### src/rtl/stt_pkg.sv
// ----------------------------------------------------------------------------
// stt_pkg
// Shared types, token codes and helper functions for the source text
// tokenizer.
// ----------------------------------------------------------------------------
`default_nettype none

package stt_pkg;

	// Width of the byte position counter
	localparam int POS_BITS = 16;
	localparam logic [POS_BITS-1:0] POS_MAX = {POS_BITS{1'b1}};
	localparam logic [15:0] CNT_MAX = 16'hFFFF;

	// Bundles held between scanner and emitter
	localparam int QUEUE_DEPTH = 4;
	localparam int QPTR_BITS = $clog2(QUEUE_DEPTH);

	// Token kinds
	localparam logic [5:0] K_LPAREN  = 6'd0;
	localparam logic [5:0] K_RPAREN  = 6'd1;
	localparam logic [5:0] K_LBRACE  = 6'd2;
	localparam logic [5:0] K_RBRACE  = 6'd3;
	localparam logic [5:0] K_COMMA   = 6'd4;
	localparam logic [5:0] K_DOT     = 6'd5;
	localparam logic [5:0] K_SLASH   = 6'd9;
	localparam logic [5:0] K_STAR    = 6'd10;
	localparam logic [5:0] K_BANG    = 6'd12;
	localparam logic [5:0] K_EQUAL   = 6'd14;
	localparam logic [5:0] K_GREATER = 6'd16;
	localparam logic [5:0] K_LESS    = 6'd18;
	localparam logic [5:0] K_IDENT   = 6'd20;
	localparam logic [5:0] K_STRING  = 6'd21;
	localparam logic [5:0] K_NUMBER  = 6'd22;
	localparam logic [5:0] K_INT     = 6'd23;
	localparam logic [5:0] K_CHAR    = 6'd24;
	localparam logic [5:0] K_BYTE    = 6'd25;
	localparam logic [5:0] K_FN      = 6'd29;
	localparam logic [5:0] K_AND     = 6'd33;
	localparam logic [5:0] K_ERROR   = 6'd35;
	localparam logic [5:0] K_EOF     = 6'd36;

	// Error codes
	localparam logic [1:0] E_NONE       = 2'd0;
	localparam logic [1:0] E_UNEXPECTED = 2'd1;
	localparam logic [1:0] E_UNTERM     = 2'd2;

	// Characters of interest
	localparam logic [7:0] CH_NL     = 8'h0A;
	localparam logic [7:0] CH_CR     = 8'h0D;
	localparam logic [7:0] CH_TAB    = 8'h09;
	localparam logic [7:0] CH_SPACE  = 8'h20;
	localparam logic [7:0] CH_LPAREN = 8'h28;
	localparam logic [7:0] CH_RPAREN = 8'h29;
	localparam logic [7:0] CH_LBRACE = 8'h7B;
	localparam logic [7:0] CH_RBRACE = 8'h7D;
	localparam logic [7:0] CH_COMMA  = 8'h2C;
	localparam logic [7:0] CH_DOT    = 8'h2E;
	localparam logic [7:0] CH_STAR   = 8'h2A;
	localparam logic [7:0] CH_SLASH  = 8'h2F;
	localparam logic [7:0] CH_BANG   = 8'h21;
	localparam logic [7:0] CH_EQUAL  = 8'h3D;
	localparam logic [7:0] CH_LESS   = 8'h3C;
	localparam logic [7:0] CH_GREATER = 8'h3E;
	localparam logic [7:0] CH_QUOTE  = 8'h22;

	// Keyword prefixes, last byte in the low lane
	localparam logic [31:0] KW_FN   = 32'h0000_666E;
	localparam logic [31:0] KW_AND  = 32'h0061_6E64;
	localparam logic [31:0] KW_INT  = 32'h0069_6E74;
	localparam logic [31:0] KW_BYTE = 32'h6279_7465;
	localparam logic [31:0] KW_CHAR = 32'h6368_6172;

	typedef enum logic [3:0] {
		M_IDLE, M_IDENT, M_INT, M_DOT, M_FRAC, M_STRING, M_BANG, M_EQUAL,
		M_LESS, M_GREATER, M_SLASH, M_LINECMT, M_BLOCK, M_BLOCKSTAR
	} mode_t;

	typedef struct packed {
		logic [5:0]  kind;
		logic [15:0] offset;
		logic [15:0] length;
		logic [15:0] line;
		logic [15:0] column;
		logic [1:0]  err;
	} token_t;

	// Tokens caused by one item, in order
	typedef struct packed {
		logic [1:0]       count;
		token_t [2:0]     tok;
	} bundle_t;

	function automatic logic is_alpha(input logic [7:0] c);
		return (c >= 8'h61 && c <= 8'h7A) || (c >= 8'h41 && c <= 8'h5A) || c == 8'h5F;
	endfunction

	function automatic logic is_digit(input logic [7:0] c);
		return c >= 8'h30 && c <= 8'h39;
	endfunction

	// Length from start to end, zero if end is behind, saturated
	function automatic logic [15:0] sat_len(input logic [POS_BITS-1:0] e,
			input logic [POS_BITS-1:0] b);
		logic [POS_BITS-1:0] d;
		d = (e >= b) ? e - b : '0;
		return (32'(d) > 32'hFFFF) ? 16'hFFFF : 16'(d);
	endfunction

	function automatic token_t make_tok(input logic [5:0] kind,
			input logic [POS_BITS-1:0] off, input logic [15:0] len,
			input logic [15:0] line, input logic [15:0] col, input logic [1:0] err);
		token_t t;
		t.kind   = kind;
		t.offset = 16'(off);
		t.length = len;
		t.line   = line;
		t.column = col;
		t.err    = err;
		return t;
	endfunction

endpackage

`default_nettype wire

### src/rtl/stt_in_if.sv
// ----------------------------------------------------------------------------
// stt_in_if
// Source byte channel: one byte or an end-of-text mark per item.
// ----------------------------------------------------------------------------
`default_nettype none

interface stt_in_if;
	logic       valid;
	logic       ready;
	logic [7:0] char_code;
	logic       end_of_text;

	modport source(output valid, output char_code, output end_of_text, input ready);
	modport sink(input valid, input char_code, input end_of_text, output ready);
endinterface

`default_nettype wire

### src/rtl/stt_out_if.sv
// ----------------------------------------------------------------------------
// stt_out_if
// Token channel: one token per item.
// ----------------------------------------------------------------------------
`default_nettype none

interface stt_out_if;
	logic        valid;
	logic        ready;
	logic [5:0]  token_kind;
	logic [15:0] token_offset;
	logic [15:0] token_length;
	logic [15:0] token_line;
	logic [15:0] token_column;
	logic [1:0]  error_kind;
	logic        last_of_run;

	modport source(output valid, output token_kind, output token_offset,
		output token_length, output token_line, output token_column,
		output error_kind, output last_of_run, input ready);
	modport sink(input valid, input token_kind, input token_offset,
		input token_length, input token_line, input token_column,
		input error_kind, input last_of_run, output ready);
endinterface

`default_nettype wire

### src/rtl/stt_scan.sv
// ----------------------------------------------------------------------------
// stt_scan
// Front end: takes one byte per cycle unless the queue is full, tracks
// position and scan mode, and pushes the tokens each byte completes as one bundle into the queue.
// ----------------------------------------------------------------------------
`default_nettype none

module stt_scan (
	input  wire logic            clk,
	input  wire logic            arst_n,
	input  wire logic            in_valid,
	output logic                 in_ready,
	input  wire logic [7:0]      char_code,
	input  wire logic            end_of_text,
	input  wire logic            q_full,
	output logic                 push,
	output stt_pkg::bundle_t     push_data
);
	import stt_pkg::*;

	mode_t               mode_q, mode_n;
	logic [POS_BITS-1:0] pos_q, pos_n, beg_q, beg_n;
	logic [15:0]         line_q, line_n, col_q, col_n;
	logic [15:0]         beg_line_q, beg_line_n, beg_col_q, beg_col_n;
	logic [31:0]         kw_q, kw_n;

	logic                accept;
	logic [POS_BITS-1:0] pos_p1, dot_off;
	logic [15:0]         col_m1, dot_col;
	logic [5:0]          ident_k, op_k;
	token_t              f0, f1, tail;
	logic [1:0]          fcnt, fcnt_eff;
	logic                fall, has_tail;
	bundle_t             b;

	assign in_ready = !q_full;
	assign accept   = in_valid && in_ready;

	// Shared values
	always_comb begin
		pos_p1  = (pos_q < POS_MAX) ? pos_q + 1'b1 : POS_MAX;
		dot_off = (pos_q > '0) ? pos_q - 1'b1 : '0;
		col_m1  = (col_q > 16'd0) ? col_q - 16'd1 : 16'd0;
		dot_col = (col_q >= 16'd2) ? col_q - 16'd2 : 16'd0;
		ident_k = K_IDENT;
		if (pos_q - beg_q == POS_BITS'(2) && kw_q == KW_FN) ident_k = K_FN;
		else if (pos_q - beg_q == POS_BITS'(3) && kw_q == KW_AND) ident_k = K_AND;
		else if (pos_q - beg_q == POS_BITS'(3) && kw_q == KW_INT) ident_k = K_INT;
		else if (pos_q - beg_q == POS_BITS'(4) && kw_q == KW_BYTE) ident_k = K_BYTE;
		else if (pos_q - beg_q == POS_BITS'(4) && kw_q == KW_CHAR) ident_k = K_CHAR;
		unique case (mode_q)
			M_BANG:  op_k = K_BANG;
			M_EQUAL: op_k = K_EQUAL;
			M_LESS:  op_k = K_LESS;
			default: op_k = K_GREATER;
		endcase
	end

	// Pending token flushed when the current mode is left
	always_comb begin
		f0   = make_tok(K_NUMBER, beg_q, sat_len(pos_q, beg_q), beg_line_q, beg_col_q, E_NONE);
		f1   = make_tok(K_DOT, dot_off, 16'd1, line_q, dot_col, E_NONE);
		fcnt = 2'd1;
		unique case (mode_q)
			M_IDENT:
				f0.kind = ident_k;
			M_INT, M_FRAC: ;
			M_DOT: begin
				f0.length = sat_len(dot_off, beg_q);
				fcnt = 2'd2;
			end
			M_STRING: begin
				f0.kind = K_ERROR;
				f0.err  = E_UNTERM;
			end
			M_BANG, M_EQUAL, M_LESS, M_GREATER:
				f0.kind = op_k;
			M_SLASH:
				f0.kind = K_SLASH;
			default:
				fcnt = 2'd0;
		endcase
	end

	// Next state and tokens for the accepted item
	always_comb begin
		mode_n     = mode_q;
		pos_n      = pos_q;
		line_n     = line_q;
		col_n      = col_q;
		beg_n      = beg_q;
		beg_line_n = beg_line_q;
		beg_col_n  = beg_col_q;
		kw_n       = kw_q;
		fall       = 1'b0;
		has_tail   = 1'b0;
		tail       = make_tok(K_ERROR, pos_q, sat_len(pos_p1, pos_q), line_q, col_m1,
			E_UNEXPECTED);

		if (end_of_text) begin
			// Flush, then EOF, then back to reset values
			fall     = 1'b1;
			has_tail = 1'b1;
			tail     = make_tok(K_EOF, pos_q, 16'd0, line_q, col_m1, E_NONE);
			mode_n     = M_IDLE;
			pos_n      = '0;
			line_n     = 16'd1;
			col_n      = 16'd1;
			beg_n      = '0;
			beg_line_n = 16'd1;
			beg_col_n  = 16'd0;
			kw_n       = 32'd0;
		end else begin
			unique case (mode_q)
				M_IDLE:
					fall = 1'b1;
				M_IDENT:
					if (is_alpha(char_code) || is_digit(char_code)) begin
						if (pos_q - beg_q < POS_BITS'(4)) kw_n = {kw_q[23:0], char_code};
					end else begin
						fall = 1'b1;
					end
				M_INT:
					if (char_code == CH_DOT) mode_n = M_DOT;
					else if (!is_digit(char_code)) fall = 1'b1;
				M_DOT:
					if (is_digit(char_code)) mode_n = M_FRAC;
					else fall = 1'b1;
				M_FRAC:
					if (!is_digit(char_code)) fall = 1'b1;
				M_STRING:
					if (char_code == CH_QUOTE) begin
						has_tail = 1'b1;
						tail = make_tok(K_STRING, beg_q, sat_len(pos_p1, beg_q),
							beg_line_q, beg_col_q, E_NONE);
						mode_n = M_IDLE;
					end
				M_BANG, M_EQUAL, M_LESS, M_GREATER:
					if (char_code == CH_EQUAL) begin
						has_tail = 1'b1;
						tail = make_tok(op_k + 6'd1, beg_q, sat_len(pos_p1, beg_q),
							beg_line_q, beg_col_q, E_NONE);
						mode_n = M_IDLE;
					end else begin
						fall = 1'b1;
					end
				M_SLASH:
					if (char_code == CH_SLASH) mode_n = M_LINECMT;
					else if (char_code == CH_STAR) mode_n = M_BLOCK;
					else fall = 1'b1;
				M_LINECMT:
					if (char_code == CH_NL) mode_n = M_IDLE;
				M_BLOCK:
					if (char_code == CH_STAR) mode_n = M_BLOCKSTAR;
				M_BLOCKSTAR:
					if (char_code == CH_SLASH) mode_n = M_IDLE;
					else if (char_code != CH_STAR) mode_n = M_BLOCK;
				default:
					fall = 1'b1;
			endcase

			// Byte seen between tokens
			if (fall) begin
				mode_n = M_IDLE;
				if (!(char_code == CH_SPACE || char_code == CH_CR ||
						char_code == CH_TAB || char_code == CH_NL)) begin
					beg_n      = pos_q;
					beg_line_n = line_q;
					beg_col_n  = col_m1;
					if (is_alpha(char_code)) begin
						mode_n = M_IDENT;
						kw_n   = {24'd0, char_code};
					end else if (is_digit(char_code)) begin
						mode_n = M_INT;
					end else begin
						unique case (char_code)
							CH_LPAREN:  begin has_tail = 1'b1; tail.kind = K_LPAREN; end
							CH_RPAREN:  begin has_tail = 1'b1; tail.kind = K_RPAREN; end
							CH_LBRACE:  begin has_tail = 1'b1; tail.kind = K_LBRACE; end
							CH_RBRACE:  begin has_tail = 1'b1; tail.kind = K_RBRACE; end
							CH_COMMA:   begin has_tail = 1'b1; tail.kind = K_COMMA; end
							CH_DOT:     begin has_tail = 1'b1; tail.kind = K_DOT; end
							CH_STAR:    begin has_tail = 1'b1; tail.kind = K_STAR; end
							CH_SLASH:   mode_n = M_SLASH;
							CH_BANG:    mode_n = M_BANG;
							CH_EQUAL:   mode_n = M_EQUAL;
							CH_LESS:    mode_n = M_LESS;
							CH_GREATER: mode_n = M_GREATER;
							CH_QUOTE:   mode_n = M_STRING;
							default:    has_tail = 1'b1;
						endcase
						if (has_tail && tail.kind != K_ERROR) tail.err = E_NONE;
					end
				end
			end

			// Line, column and position counting
			if (char_code == CH_NL) begin
				if (line_q < CNT_MAX) line_n = line_q + 16'd1;
				col_n = 16'd1;
			end else if (col_q < CNT_MAX) begin
				col_n = col_q + 16'd1;
			end
			pos_n = pos_p1;
		end
	end

	// Bundle assembly: flushed tokens first, then the tail token
	always_comb begin
		fcnt_eff = fall ? fcnt : 2'd0;
		b.count  = fcnt_eff + {1'b0, has_tail};
		b.tok[2] = tail;
		b.tok[1] = (fcnt_eff == 2'd2) ? f1 : tail;
		b.tok[0] = (fcnt_eff != 2'd0) ? f0 : tail;
	end

	assign push      = accept && (b.count != 2'd0);
	assign push_data = b;

	// State registers
	always_ff @(posedge clk or negedge arst_n) begin
		if (!arst_n) begin
			mode_q     <= M_IDLE;
			pos_q      <= '0;
			line_q     <= 16'd1;
			col_q      <= 16'd1;
			beg_q      <= '0;
			beg_line_q <= 16'd1;
			beg_col_q  <= 16'd0;
			kw_q       <= 32'd0;
		end else if (accept) begin
			mode_q     <= mode_n;
			pos_q      <= pos_n;
			line_q     <= line_n;
			col_q      <= col_n;
			beg_q      <= beg_n;
			beg_line_q <= beg_line_n;
			beg_col_q  <= beg_col_n;
			kw_q       <= kw_n;
		end
	end

endmodule

`default_nettype wire

### src/rtl/stt_queue.sv
// ----------------------------------------------------------------------------
// stt_queue
// Short FIFO of token bundles between the scanner and the emitter.
// ----------------------------------------------------------------------------
`default_nettype none

module stt_queue (
	input  wire logic             clk,
	input  wire logic             arst_n,
	input  wire logic             push,
	input  wire stt_pkg::bundle_t push_data,
	input  wire logic             pop,
	output logic                  full,
	output logic                  not_empty,
	output stt_pkg::bundle_t      head
);
	import stt_pkg::*;

	bundle_t              mem_q [QUEUE_DEPTH];
	logic [QPTR_BITS-1:0] wr_q, rd_q;
	logic [QPTR_BITS:0]   cnt_q;

	assign full      = cnt_q == (QPTR_BITS+1)'(QUEUE_DEPTH);
	assign not_empty = cnt_q != '0;
	assign head      = mem_q[rd_q];

	// Storage
	always_ff @(posedge clk) begin
		if (push) mem_q[wr_q] <= push_data;
	end

	// Pointers and fill level
	always_ff @(posedge clk or negedge arst_n) begin
		if (!arst_n) begin
			wr_q  <= '0;
			rd_q  <= '0;
			cnt_q <= '0;
		end else begin
			if (push) wr_q <= wr_q + 1'b1;
			if (pop)  rd_q <= rd_q + 1'b1;
			cnt_q <= cnt_q + (QPTR_BITS+1)'(push) - (QPTR_BITS+1)'(pop);
		end
	end

endmodule

`default_nettype wire

### src/rtl/stt_emit.sv
// ----------------------------------------------------------------------------
// stt_emit
// Back end: walks the head bundle into an output register, one token per cycle
// while that register is empty or being taken, marking the last token of each bundle.
// ----------------------------------------------------------------------------
`default_nettype none

module stt_emit (
	input  wire logic             clk,
	input  wire logic             arst_n,
	input  wire logic             q_not_empty,
	input  wire stt_pkg::bundle_t head,
	output logic                  pop,
	stt_out_if.source             token_out
);
	import stt_pkg::*;

	logic [1:0] idx_q;
	logic       valid_q;
	token_t     tok_q;
	logic       last_q;
	logic       take, is_last;

	assign take    = q_not_empty && (!valid_q || token_out.ready);
	assign is_last = idx_q == head.count - 2'd1;
	assign pop     = take && is_last;

	// Index within the head bundle and output valid flag
	always_ff @(posedge clk or negedge arst_n) begin
		if (!arst_n) begin
			idx_q   <= 2'd0;
			valid_q <= 1'b0;
		end else begin
			if (take) idx_q <= is_last ? 2'd0 : idx_q + 2'd1;
			if (take) valid_q <= 1'b1;
			else if (token_out.ready) valid_q <= 1'b0;
		end
	end

	// Output token register
	always_ff @(posedge clk) begin
		if (take) begin
			tok_q  <= head.tok[idx_q];
			last_q <= is_last;
		end
	end

	assign token_out.valid        = valid_q;
	assign token_out.token_kind   = tok_q.kind;
	assign token_out.token_offset = tok_q.offset;
	assign token_out.token_length = tok_q.length;
	assign token_out.token_line   = tok_q.line;
	assign token_out.token_column = tok_q.column;
	assign token_out.error_kind   = tok_q.err;
	assign token_out.last_of_run  = last_q;

endmodule

`default_nettype wire

### src/rtl/source_text_tokenizer_top.sv
// ----------------------------------------------------------------------------
// source_text_tokenizer_top
// Streaming lexical scanner: source bytes in, tokens out.
// ----------------------------------------------------------------------------
// The block takes one byte (or an end-of-text mark) every cycle while its
// four-bundle token queue has room. A byte completes zero to three tokens;
// they pass through the queue and leave one per cycle, while the sink is
// ready, from a registered output, with last_of_run set on the final token
// of a byte. Input throughput is therefore one byte per cycle as long as
// tokens average no more than one per byte; the single-token-per-cycle
// output port is what sets the limit otherwise, and input stalls once the
// queue holds four bundles. End of text flushes any pending token, emits
// EOF and returns the scanner to its reset state so that a new text may follow.
`default_nettype none

module source_text_tokenizer_top (
	input  wire logic clk,
	input  wire logic arst_n,
	stt_in_if.sink    text_in,
	stt_out_if.source token_out
);
	import stt_pkg::*;

	logic    q_full, q_not_empty, push, pop;
	bundle_t push_data, head;

	stt_scan u_scan (
		.clk         (clk),
		.arst_n      (arst_n),
		.in_valid    (text_in.valid),
		.in_ready    (text_in.ready),
		.char_code   (text_in.char_code),
		.end_of_text (text_in.end_of_text),
		.q_full      (q_full),
		.push        (push),
		.push_data   (push_data)
	);

	stt_queue u_queue (
		.clk       (clk),
		.arst_n    (arst_n),
		.push      (push),
		.push_data (push_data),
		.pop       (pop),
		.full      (q_full),
		.not_empty (q_not_empty),
		.head      (head)
	);

	stt_emit u_emit (
		.clk         (clk),
		.arst_n      (arst_n),
		.q_not_empty (q_not_empty),
		.head        (head),
		.pop         (pop),
		.token_out   (token_out)
	);

	// Error code only on error tokens
	a_err_kind: assert property (@(posedge clk) disable iff (!arst_n)
		token_out.valid && token_out.error_kind != E_NONE |-> token_out.token_kind == K_ERROR)
		else $error("error code on a non-error token");

	// EOF is always the last, empty token of its item
	a_eof: assert property (@(posedge clk) disable iff (!arst_n)
		token_out.valid && token_out.token_kind == K_EOF |->
			token_out.last_of_run && token_out.token_length == 16'd0)
		else $error("malformed EOF token");

	// A bundle is only popped while one is present
	a_pop: assert property (@(posedge clk) disable iff (!arst_n)
		pop |-> q_not_empty && head.count != 2'd0)
		else $error("pop of an empty queue");

endmodule

`default_nettype wire

### src/flat_wrapper.sv
// flat-port wrapper written by rule: the top's interface ports become plain ports
module source_text_tokenizer_top_flat import stt_pkg::*;
  (clk, arst_n, text_in_valid, text_in_char_code, text_in_end_of_text, text_in_ready, token_out_valid, token_out_token_kind, token_out_token_offset, token_out_token_length, token_out_token_line, token_out_token_column, token_out_error_kind, token_out_last_of_run, token_out_ready);
  stt_in_if text_in_i ();
  stt_out_if token_out_i ();
  input  wire logic clk;
  input  wire logic arst_n;
  input wire logic [$bits(text_in_i.valid)-1:0] text_in_valid;
  input wire logic [$bits(text_in_i.char_code)-1:0] text_in_char_code;
  input wire logic [$bits(text_in_i.end_of_text)-1:0] text_in_end_of_text;
  output wire logic [$bits(text_in_i.ready)-1:0] text_in_ready;
  output wire logic [$bits(token_out_i.valid)-1:0] token_out_valid;
  output wire logic [$bits(token_out_i.token_kind)-1:0] token_out_token_kind;
  output wire logic [$bits(token_out_i.token_offset)-1:0] token_out_token_offset;
  output wire logic [$bits(token_out_i.token_length)-1:0] token_out_token_length;
  output wire logic [$bits(token_out_i.token_line)-1:0] token_out_token_line;
  output wire logic [$bits(token_out_i.token_column)-1:0] token_out_token_column;
  output wire logic [$bits(token_out_i.error_kind)-1:0] token_out_error_kind;
  output wire logic [$bits(token_out_i.last_of_run)-1:0] token_out_last_of_run;
  input wire logic [$bits(token_out_i.ready)-1:0] token_out_ready;
  assign text_in_i.valid = text_in_valid;
  assign text_in_i.char_code = text_in_char_code;
  assign text_in_i.end_of_text = text_in_end_of_text;
  assign text_in_ready = text_in_i.ready;
  assign token_out_valid = token_out_i.valid;
  assign token_out_token_kind = token_out_i.token_kind;
  assign token_out_token_offset = token_out_i.token_offset;
  assign token_out_token_length = token_out_i.token_length;
  assign token_out_token_line = token_out_i.token_line;
  assign token_out_token_column = token_out_i.token_column;
  assign token_out_error_kind = token_out_i.error_kind;
  assign token_out_last_of_run = token_out_i.last_of_run;
  assign token_out_i.ready = token_out_ready;
  source_text_tokenizer_top u_core (.clk(clk), .arst_n(arst_n), .text_in(text_in_i), .token_out(token_out_i));
endmodule
### config.mk
export PLATFORM = sky130hd
export DESIGN_NAME = source_text_tokenizer_top_flat
export DESIGN_NICKNAME = d
export VERILOG_FILES = /design/src/rtl/stt_pkg.sv /design/src/rtl/stt_in_if.sv /design/src/rtl/stt_out_if.sv /design/src/rtl/stt_scan.sv /design/src/rtl/stt_queue.sv /design/src/rtl/stt_emit.sv /design/src/rtl/source_text_tokenizer_top.sv /design/src/flat_wrapper.sv
export SDC_FILE = /design/constraint.sdc
export NUM_CORES = 1
export LEC_CHECK = 0
export ABC_AREA = 1
export BUFFER_PORTS_ARGS = -buffer_cell sky130_fd_sc_hd__buf_2
export CAP_MARGIN = 20
export CORE_MARGIN = 2
export CORE_UTILIZATION = 45
export CTS_BUF_LIST = sky130_fd_sc_hd__clkbuf_8 sky130_fd_sc_hd__clkbuf_16
export CTS_CLUSTER_SIZE = 20
export DETAILED_ROUTE_END_ITERATION = 6
export PLACE_DENSITY = 0.66
export SYNTH_ARGS = -nofsm -noshare
export SYNTH_HDL_FRONTEND = slang
export SYNTH_SLANG_ARGS = --single-unit
### constraint.sdc
create_clock -name clk -period 11.2 [get_ports clk]
set_input_delay 3.36 -clock clk [delete_from_list [all_inputs] [get_ports clk]]
set_output_delay 3.36 -clock clk [all_outputs]
set_load 0.01 [all_outputs]
Yosys cells after proc, flatten, opt, wreduce, memory -nomap -nowiden
Memory sizes are Yosys's and may differ from the RTL's.
Index checks and enable logic that the tools add are counted.
{"block": "word_totals", "reg_bits": 215, "ramBits": 872, "in_bits": 13, "elab_cells": 260, "mem_count": 1}
{"name": "u_core.u_queue.mem_q", "depth": 4, "width": 218, "rd": 1, "rd_clocked_by_memory_dff": 0, "write_ports": 1, "line_no": "stt_queue.sv:19", "rtl": "bundle_t mem_q [QUEUE_DEPTH];"}
{"block": "op_classes", "n_addsub": 18, "magnitude_cmp": 18, "n_eq_ne": 53, "mux": 110, "n_reduce_logical": 40}
{"cell": "$mux W72", "count": 6}
{"cell": "$mux W16", "count": 25}
{"cell": "$mux W32", "count": 7}
{"cell": "$bmux W72 S2", "count": 1}
{"cell": "$pmux W72 S2", "count": 1}
{"cell": "$eq A8 B6 Y1 const B", "count": 12}
{"cell": "$mux W4", "count": 18}
{"cell": "$mux W6", "count": 11}
{"cell": "$eq A32 B23 Y1 const B", "count": 2}
{"cell": "$eq A32 B31 Y1 const B", "count": 2}
{"cell": "$ge A16 B16 Y1", "count": 4}
{"cell": "$sub A16 B16 Y16", "count": 4}
{"cell": "$add A16 B1 Y16 const B", "count": 3}
{"cell": "$lt A16 B16 Y1 const B", "count": 3}
{"cell": "$pmux W6 S7", "count": 1}
{"cell": "$eq A16 B2 Y1 const B", "count": 2}
{"cell": "$eq A32 B15 Y1 const B", "count": 1}
{"cell": "$gt A16 B1 Y1 const B", "count": 2}
{"cell": "$pmux W4 S8", "count": 1}
{"cell": "$sub A16 B1 Y16 const B", "count": 2}
{"cell": "$mux W1", "count": 25}
{"cell": "$eq A4 B4 Y1 const B", "count": 6}
{"cell": "$eq A8 B4 Y1 const B", "count": 3}
{"cell": "$eq A8 B7 Y1 const B", "count": 3}
{"cell": "other kinds (46)", "count": 94}

Longest topological paths before layout
Gate-level depths: netlist of the first run.
{"block": "logic_depth", "ltp_word": 21, "depth_mapped": 25, "ltp_nobuf": 25}

By module
From an unflattened synthesis of the first run, not the netlist that was laid out.
{"block": "hier_totals", "cells_unflattened": 6243, "hier_area_um2": 55021.5}
{"mod": "stt_queue", "instances": 1, "cells_per_inst": 3462, "area_each_um2": 36867.9}
{"mod": "stt_scan", "instances": 1, "cells_per_inst": 2348, "area_each_um2": 14189.9}
{"mod": "stt_emit", "instances": 1, "cells_per_inst": 433, "area_each_um2": 3963.8}

Worst setup path before layout of the first run
OpenSTA, ideal clock, no wires.
{"block": "synth_timing", "kind": "input to register", "start": "input text_in_char_code[6]", "end": "memory u_core.u_queue.mem_q[0][0] (netlist name), enable pin", "setup_time_ps": 797, "arrival_time_ps": 14136, "required_ps": 10403, "path_slack_ps": -3733, "path_stages": 16, "path_buffers": 1, "path_cell_list": "inv_2 > nand2_1 > nor3_4 > nand4_1 > nand2_1 > nor2_1 > nor2_2 > nand3_1 > buf_2 > nand2_1 > o31ai_1 > ha_1 > inv_1 > nand3_1 > nand2_1 > nor2_1"}
{"item": "start, declared", "line_no": "flat_wrapper.sv:9", "rtl": "input wire logic [$bits(text_in_i.char_code)-1:0] text_in_char_code;"}
{"item": "end, declared", "line_no": "stt_queue.sv:19"}

Final worst setup path of the first run
{"block": "layout_timing", "start": "input text_in_char_code[3]", "end": "memory u_core.u_queue.mem_q[2][139] (netlist name), enable pin"}
{"block": "layout_via", "elab_chain_len": 19}
{"item": "$eq A8 B6 Y1, on equally long branches", "line_no": "stt_scan.sv:139, stt_scan.sv:176, stt_scan.sv:132"}
{"item": "$mux W1, on equally long branches", "line_no": "stt_scan.sv:139, stt_scan.sv:132"}
{"item": "$pmux W1 S2", "line_no": "stt_scan.sv:114", "rtl": "unique case (mode_q)"}
{"item": "$mux W1", "line_no": "stt_scan.sv:176", "rtl": "unique case (char_code)"}
{"item": "$mux W1", "line_no": "stt_scan.sv:173", "rtl": "end else if (is_digit(char_code)) begin"}
{"item": "$mux W1", "line_no": "stt_scan.sv:170", "rtl": "if (is_alpha(char_code)) begin"}
{"item": "$mux W1", "line_no": "stt_scan.sv:165", "rtl": "if (!(char_code == CH_SPACE || char_code == CH_CR ||"}
{"item": "$mux W1", "line_no": "stt_scan.sv:163", "rtl": "if (fall) begin"}
{"item": "[... 3 more ...]"}
{"item": "$mux W1", "line_no": "stt_scan.sv:165"}
{"item": "$mux W1", "line_no": "stt_scan.sv:163"}
{"item": "$mux W1", "line_no": "stt_scan.sv:100", "rtl": "if (end_of_text) begin"}
{"item": "$add A2 B1 Y2 (*)", "line_no": "stt_scan.sv:211", "rtl": "b.count = fcnt_eff + {1'b0, has_tail};"}
{"item": "$reduce_bool A2 Y1 (*)", "line_no": "stt_scan.sv:217", "rtl": "assign push = accept && (b.count != 2'd0);"}
{"item": "$logic_and A1 B1 Y1 (*)", "line_no": "stt_scan.sv:217"}
{"item": "$mux W1 (*)", "line_no": "stt_queue.sv:29", "rtl": "if (push) mem_q[wr_q] <= push_data;"}
{"item": "$mux W1 (not written as such) (*)", "line_no": "stt_queue.sv:29"}
Mark *: on every way between the ends. The rest lies on a longest branch, timed or not. The select of a mux whose other input is x is not followed.

==> results.yml, run 1 <==
outcome:
  status: "finished clean"
sta:
  timing.fmax_mhz: 133
  fin_hold_ws_ps: 539
  hold_viol: 0
  setup_tns_ps: 0
  drv_slew: 0
  tightest_slew_ps: 1110
  fin_crit_sh_pct: 66.9
  maxSlewHeadroom_pct: 26.0
  rsz0062_at_grt: "no"
  finalWorstSetupSlack_ps: 3700
  finalSetupViolations: 0
  fin_crit_ps: 7500
  skew_ps: 29.9
placed_design:
  gp_congestion: 1.00
  place_ws_ps: 3020
  port_buffers: 87
  postPlaceCellArea_mm2: 0.0516
  dp.cells: 6275
  hpwl_um: 83000
layout:
  diodes: 0
  drive_gt1_share_pct: 7.19
  nets: 4984
  final_cells: 6479
  area_growth_pct: 10.5
  largest_register: "u_core.u_queue.mem_q"
  largest_reg_flops: 864
  reg_top3: "u_core.u_queue.mem_q x864, u_core.u_scan.kw_q x32"
  fin_area_mm2: 0.0551
  fillCellCount: 9859
  fin_util_pct: 50.0
global_route:
  grt_max_degree: 169
  grt_pass1_vias: 34800
  grtUsageTotal_pct: 24.0
  grtUsageMet1_pct: 34.3
  met2_usage_pct: 37.6
  overflow: 0
  grt_first_pass_wirelength_um: 209000
  busiest_layer: "met2"
  grt_antenna_before_repair: 2
  grtUsageMet3_pct: 3.91
logic_synthesis:
  async_flop_share_pct: 13.2
  synth_edf_count: 937
  synth_largest_area_cell: "edfxtp_1"
  ys_ff_latch: 1079
  synth_cell_types: 59
  syn_inst: 4915
  yosysWarnings: 0
  postSynthAreaPerCell_um2: 10.2
  yosys-top-cells-count: "edfxtp_1, nand2_1, nor2_1, o21ai_0, inv_1"
  synthFlopType: "edfxtp_1"
  synth.top_cell.area_share_pct: 56.4
  synthesis.area_mm2: 0.0499
  synth_most_common_cell: "edfxtp_1"
  ys_top_cells_by_area: "edfxtp_1, dfrtp_1, o21ai_0"
  synth_nets: 5001
  yosysSeqAreaShare_pct: 63.5
clock_tree:
  insertion_delay_ps: 720
  hold_buffers: 0
  cts_buffers: 109
  cts_sinks: 1079
  cts_setup_buffers: 0
  cts_tree: "yes"
  cts.htree.levels: 3
  clkTransAtPathRegs_ps: 60
  cts-root-buf: "clkbuf_16"
  cts-resized-gates: 0
  clk_path_buf_depth: 3
critical_path:
  cp_max_fo: 37
  rrSetupSlack_ps: 5320
  crit_type: "input pin to register"
  end_kind: "register"
  cp.arrival_ps: 7830
  worstPathRequired_ps: 11540
  worstSetupStartpointType: "input pin"
route:
  vias_per_cell: 5.71
  drc: 0
  wl_per_cell_um: 21.3
  drtPass1Iterations: 7
  ant_nets: 0
  vias: 37000
  drt_iter0_drc: 4285
  finalWirelength_um: 138000
floorplanning:
  fp.dieH_um: 337
  dieWidth_um: 337
  rows: 122
  dieArea_mm2: 0.114
  core_mm2: 0.110
  boundaryPins: 88
  floorplan.initialDensity_pct: 45.2
power:
  total_power_mw: 16.3
  p_leak_nw: 20.8
  ir_worst_vdd_mv: 0.206
  powerDensity_mw_per_mm2: 296
hold_path:
  min_path_type: "register to register"
flow_run:
  drv_cap: 0
## final cells by class
cell class / count / area (um^2) / share of cell area (%)
multi-input combinational: 3194 / 15700 / 28.5
sequential: 1079 / 31700 / 57.5
timing repair buffer: 131 / 860 / 1.56
inverter: 383 / 1460 / 2.64
tap: 1488 / 1860 / 3.38
clock inverter: 87 / 716 / 1.30
clock buffer: 117 / 2840 / 5.15
## worst paths after layout
| kind | from | end | cells past startpoint |
|---|---|---|---|
| max in group asynchronous | arst_n | u_core.u_queue.rd_q[1] | 2 |
| min | u_core.u_scan.line_q[6] | u_core.u_scan.beg_line_q[6] | 2 |
| max reg2reg | u_core.u_scan.pos_q[0] | u_core.u_queue.mem_q[0][49] | 24 |
| min reg2reg | u_core.u_scan.line_q[6] | u_core.u_scan.beg_line_q[6] | 2 |
| min in group asynchronous | arst_n | u_core.u_scan.beg_line_q[12] | 1 |
| max | text_in_char_code[3] | u_core.u_queue.mem_q[2][139] | 17 |
## critical path, cell delays in order
cell and delay (ps):
buf_2 150, nand2_1 140, inv_1 120, o21ai_1 70, o21ai_0 90, a21oi_2 140
nor2_1 150, nand2_1 100, nand3_1 380, nand2_1 100, o31ai_1 640, ha_1 300
nand2_1 70, nand3_1 140, nand2_1 290, nor2_4 930, buf_4 630
## kinds of logic (layout without fill, tap and decap cells)
logic type	after synthesis	after routing	share of synthesized area, %
simple gates	1912	1912	15.9
compound gates	1163	1163	12.8
flops	1079	1079	63.5
buf+inv	642	718	5.09
fa+ha+maj	73	73	1.89
xor+xnor	46	46	0.808
## layer usage
layer | vias to the layer above | part of all wire [%]
met4 | 0 | 2.7
li1 | 17300 | -
met3 | 197 | 8.0
met5 | - | 0
met1 | 18000 | 44
met2 | 1476 | 45
## where the power goes
group / switching (mW) / total, mW / internal (mW)
Clock: 1.58 / 3.60 / 2.02
Combinational: 4.67 / 6.35 / 1.69
Sequential: 0.369 / 6.35 / 5.98
## placed cells by master, fill, tap and decap left out, drive strengths merged, types with 48 or more instances in the layout
cell type  count
edfxtp       937
nand2        825
nor2         700
o21ai        691
inv          401
o22ai        295
nand3        248
dfrtp        139
buf          131
clkbuf       117
a21oi        103
ha            69
clkinv        58
nor3          52
nand4         48
Note: power is estimated with default switching activity, not from simulation.
==> inputs of run 2 (changes only) <==
--- a/config.mk
+++ b/config.mk
@@ -13,7 +13,7 @@
 export CTS_BUF_LIST = sky130_fd_sc_hd__clkbuf_8 sky130_fd_sc_hd__clkbuf_16
 export CTS_CLUSTER_SIZE = 20
 export DETAILED_ROUTE_END_ITERATION = 6
-export PLACE_DENSITY = 0.66
+export PLACE_DENSITY = 0.63
 export SYNTH_ARGS = -nofsm -noshare
 export SYNTH_HDL_FRONTEND = slang
 export SYNTH_SLANG_ARGS = --single-unit
==> constraint.sdc (replaced) <==
create_clock -name clk -period 7.5 [get_ports clk]
set_input_delay 2.25 -clock clk [delete_from_list [all_inputs] [get_ports clk]]
set_output_delay 2.25 -clock clk [all_outputs]
set_load 0.01 [all_outputs]
==> results.yml, run 2 (synthesis results as in run 1) <==
layout:
  fin_area_mm2: 0.0556
  largest_register: "u_core.u_queue.mem_q"
  reg_top3: "u_core.u_queue.mem_q x864, u_core.u_scan.kw_q x32"
  largest_reg_flops: 864
  drive_gt1_share_pct: 7.81
  area_growth_pct: 11.4
  final_cell_mix: "edfxtp_1, nand2_1, nor2_1"
  final_common_cell: "edfxtp_1"
  fin_util_pct: 50.4
  nets: 5009
hold_path:
  hold_path_depth: 2
  min_path_type: "register to register"
  hp-start: "u_core.u_scan.line_q[8]"
  hold_end: "u_core.u_scan.beg_line_q[8]"
power:
  total_power_mw: 24.5
  ir_worst_vdd_mv: 0.335
  powerDensity_mw_per_mm2: 441
  p_leak_nw: 21.0
sta:
  tightest_slew_ps: 1090
  rsz0062_at_grt: "no"
  fin_crit_sh_pct: 74.9
  finalSetupViolations: 0
  drv_slew: 0
  hold_viol: 0
  maxSlewHeadroom_pct: 27.4
  skew_ps: 31.2
  fin_crit_ps: 5620
  timing.fmax_mhz: 178
critical_path:
  cp.arrival_ps: 6110
  path_cells: "inv_1, ha_1, nand3_1, nor3_1, inv_1, nor2_1, inv_1, nor3_1, nand4_1, o21ai_0, a21oi_1, ha_1, nand2_1, nor4_1, nand4_1, nand3_1, nand2_1, o22ai_1, nand2_1, o21ai_1"
  worstSetupStartpointType: "register"
  worstPathRequired_ps: 8000
  rrSetupSlack_ps: 1880
  rr_endpoint: "u_core.u_queue.mem_q[1][45]"
  critPathSlowestCell: "o22ai_1"
  r2r_cells: 20
  slowest_delay_ps: 530
  reg2reg_from: "u_core.u_scan.pos_q[1]"
  end_kind: "register"
  cp_max_fo: 15
  crit_type: "register to register"
route:
  vias: 36900
  drc: 0
  wl_met1_um: 61900
  drt_iter0_drc: 3907
  wl_met2_um: 63300
  vias_per_cell: 5.68
  drtPass1Iterations: 6
  finalWirelength_um: 139000
  ant_nets: 0
  top_layer: "met4"
  wl_met3_um: 10700
  wl_per_cell_um: 21.3
global_route:
  grt_pass1_vias: 35400
  grtUsageTotal_pct: 24.3
  overflow: 0
  grt_max_degree: 207
  grt_first_pass_wirelength_um: 212000
  grt_antenna_before_repair: 2
clock_tree:
  cts_buffers: 109
  cts_setup_buffers: 0
  clkTransAtPathRegs_ps: 60
  insertion_delay_ps: 710
  cts_tree: "yes"
  cts-root-buf: "clkbuf_16"
  cts.htree.levels: 3
  clk_path_buf_depth: 3
  hold_buffers: 0
  cts-resized-gates: 0
  cts_sinks: 1079
placed_design:
  postPlaceCellArea_mm2: 0.0520
  port_buffers: 87
  gp_congestion: 0.969
  hpwl_um: 85900
outcome:
  status: "finished clean"
floorplanning:
  boundaryPins: 88
  dieWidth_um: 337
  floorplan.initialDensity_pct: 45.2
  core_mm2: 0.110
  fp.dieH_um: 337
  rows: 122
  dieArea_mm2: 0.114
flow_run:
  drv_cap: 0
## run 2: cell count changes in the layout (fill, tap and decap cells not counted), moves of 3 or more
| cell | delta |
|---|---|
| inv_1 | +11 |
| buf_4 | +13 |
| nand2_1 | -5 |
| clkinv_1 | -5 |
| nand2_2 | +3 |
| clkinv_2 | -8 |
| buf_12 | +11 |
## run 2: critical path, delay by kind of cell, from the launching register on
kind	cells	cell delay [ps]
simple gates	11	2720
fa+ha+maj	2	670
compound gates	4	960
buf+inv	3	540
flops	1	520
## run 2: worst max path at each step
stage / startpoint / to / slack (ps) / cells after the start
3_3_place_gp: text_in_char_code[6] / u_core.u_queue.mem_q[3][82] / 1600 / 18
4_1_cts: u_core.u_scan.pos_q[1] / u_core.u_queue.mem_q[1][45] / 2080 / 20
6_report: u_core.u_scan.pos_q[1] / u_core.u_queue.mem_q[1][45] / 1880 / 20
5_1_grt: u_core.u_scan.pos_q[1] / u_core.u_queue.mem_q[1][45] / 1410 / 20
2_1_floorplan: text_in_char_code[6] / u_core.u_queue.mem_q[0][0] / -140 / 16
3_5_place_dp: text_in_char_code[6] / u_core.u_queue.mem_q[2][82] / 1540 / 17
## run 2: metal layers
metal  track usage (%)  vias to the layer above
met4              6.81                        0
met1              34.7                    18000
met2              38.3                     1380
met5                 0                        -
li1                  -                    17300
met3              3.95                      206
## run 2: metrics by stage
step	hold slack [ps]	worst slack, ps	std cells	setup TNS (ps)
floorplan	499	-138	4915	-107370
global placement	518	1600	6299	0
detailed placement	525	1540	6299	0
CTS	539	2080	6507	0
global route	573	1410	6508	0
finish	531	1880	6509	0
## run 2: where the power goes
group          internal [mW]  switching (mW)  total [mW]
Sequential              8.93           0.506        9.43
Clock                   3.07            2.30        5.37
Combinational           2.62            7.11        9.73
## run 2: cell type report
cell class | instances | area [um^2]
Antenna cell | 1 | 2.50
Sequential cell | 1079 | 31700
Fill cell | 9843 | 54800
Timing Repair Buffer | 156 | 1180
Multi-Input combinational cell | 3194 | 15800
Inverter | 383 | 1480
Tap cell | 1488 | 1860
Clock inverter | 89 | 698
Clock buffer | 119 | 2880
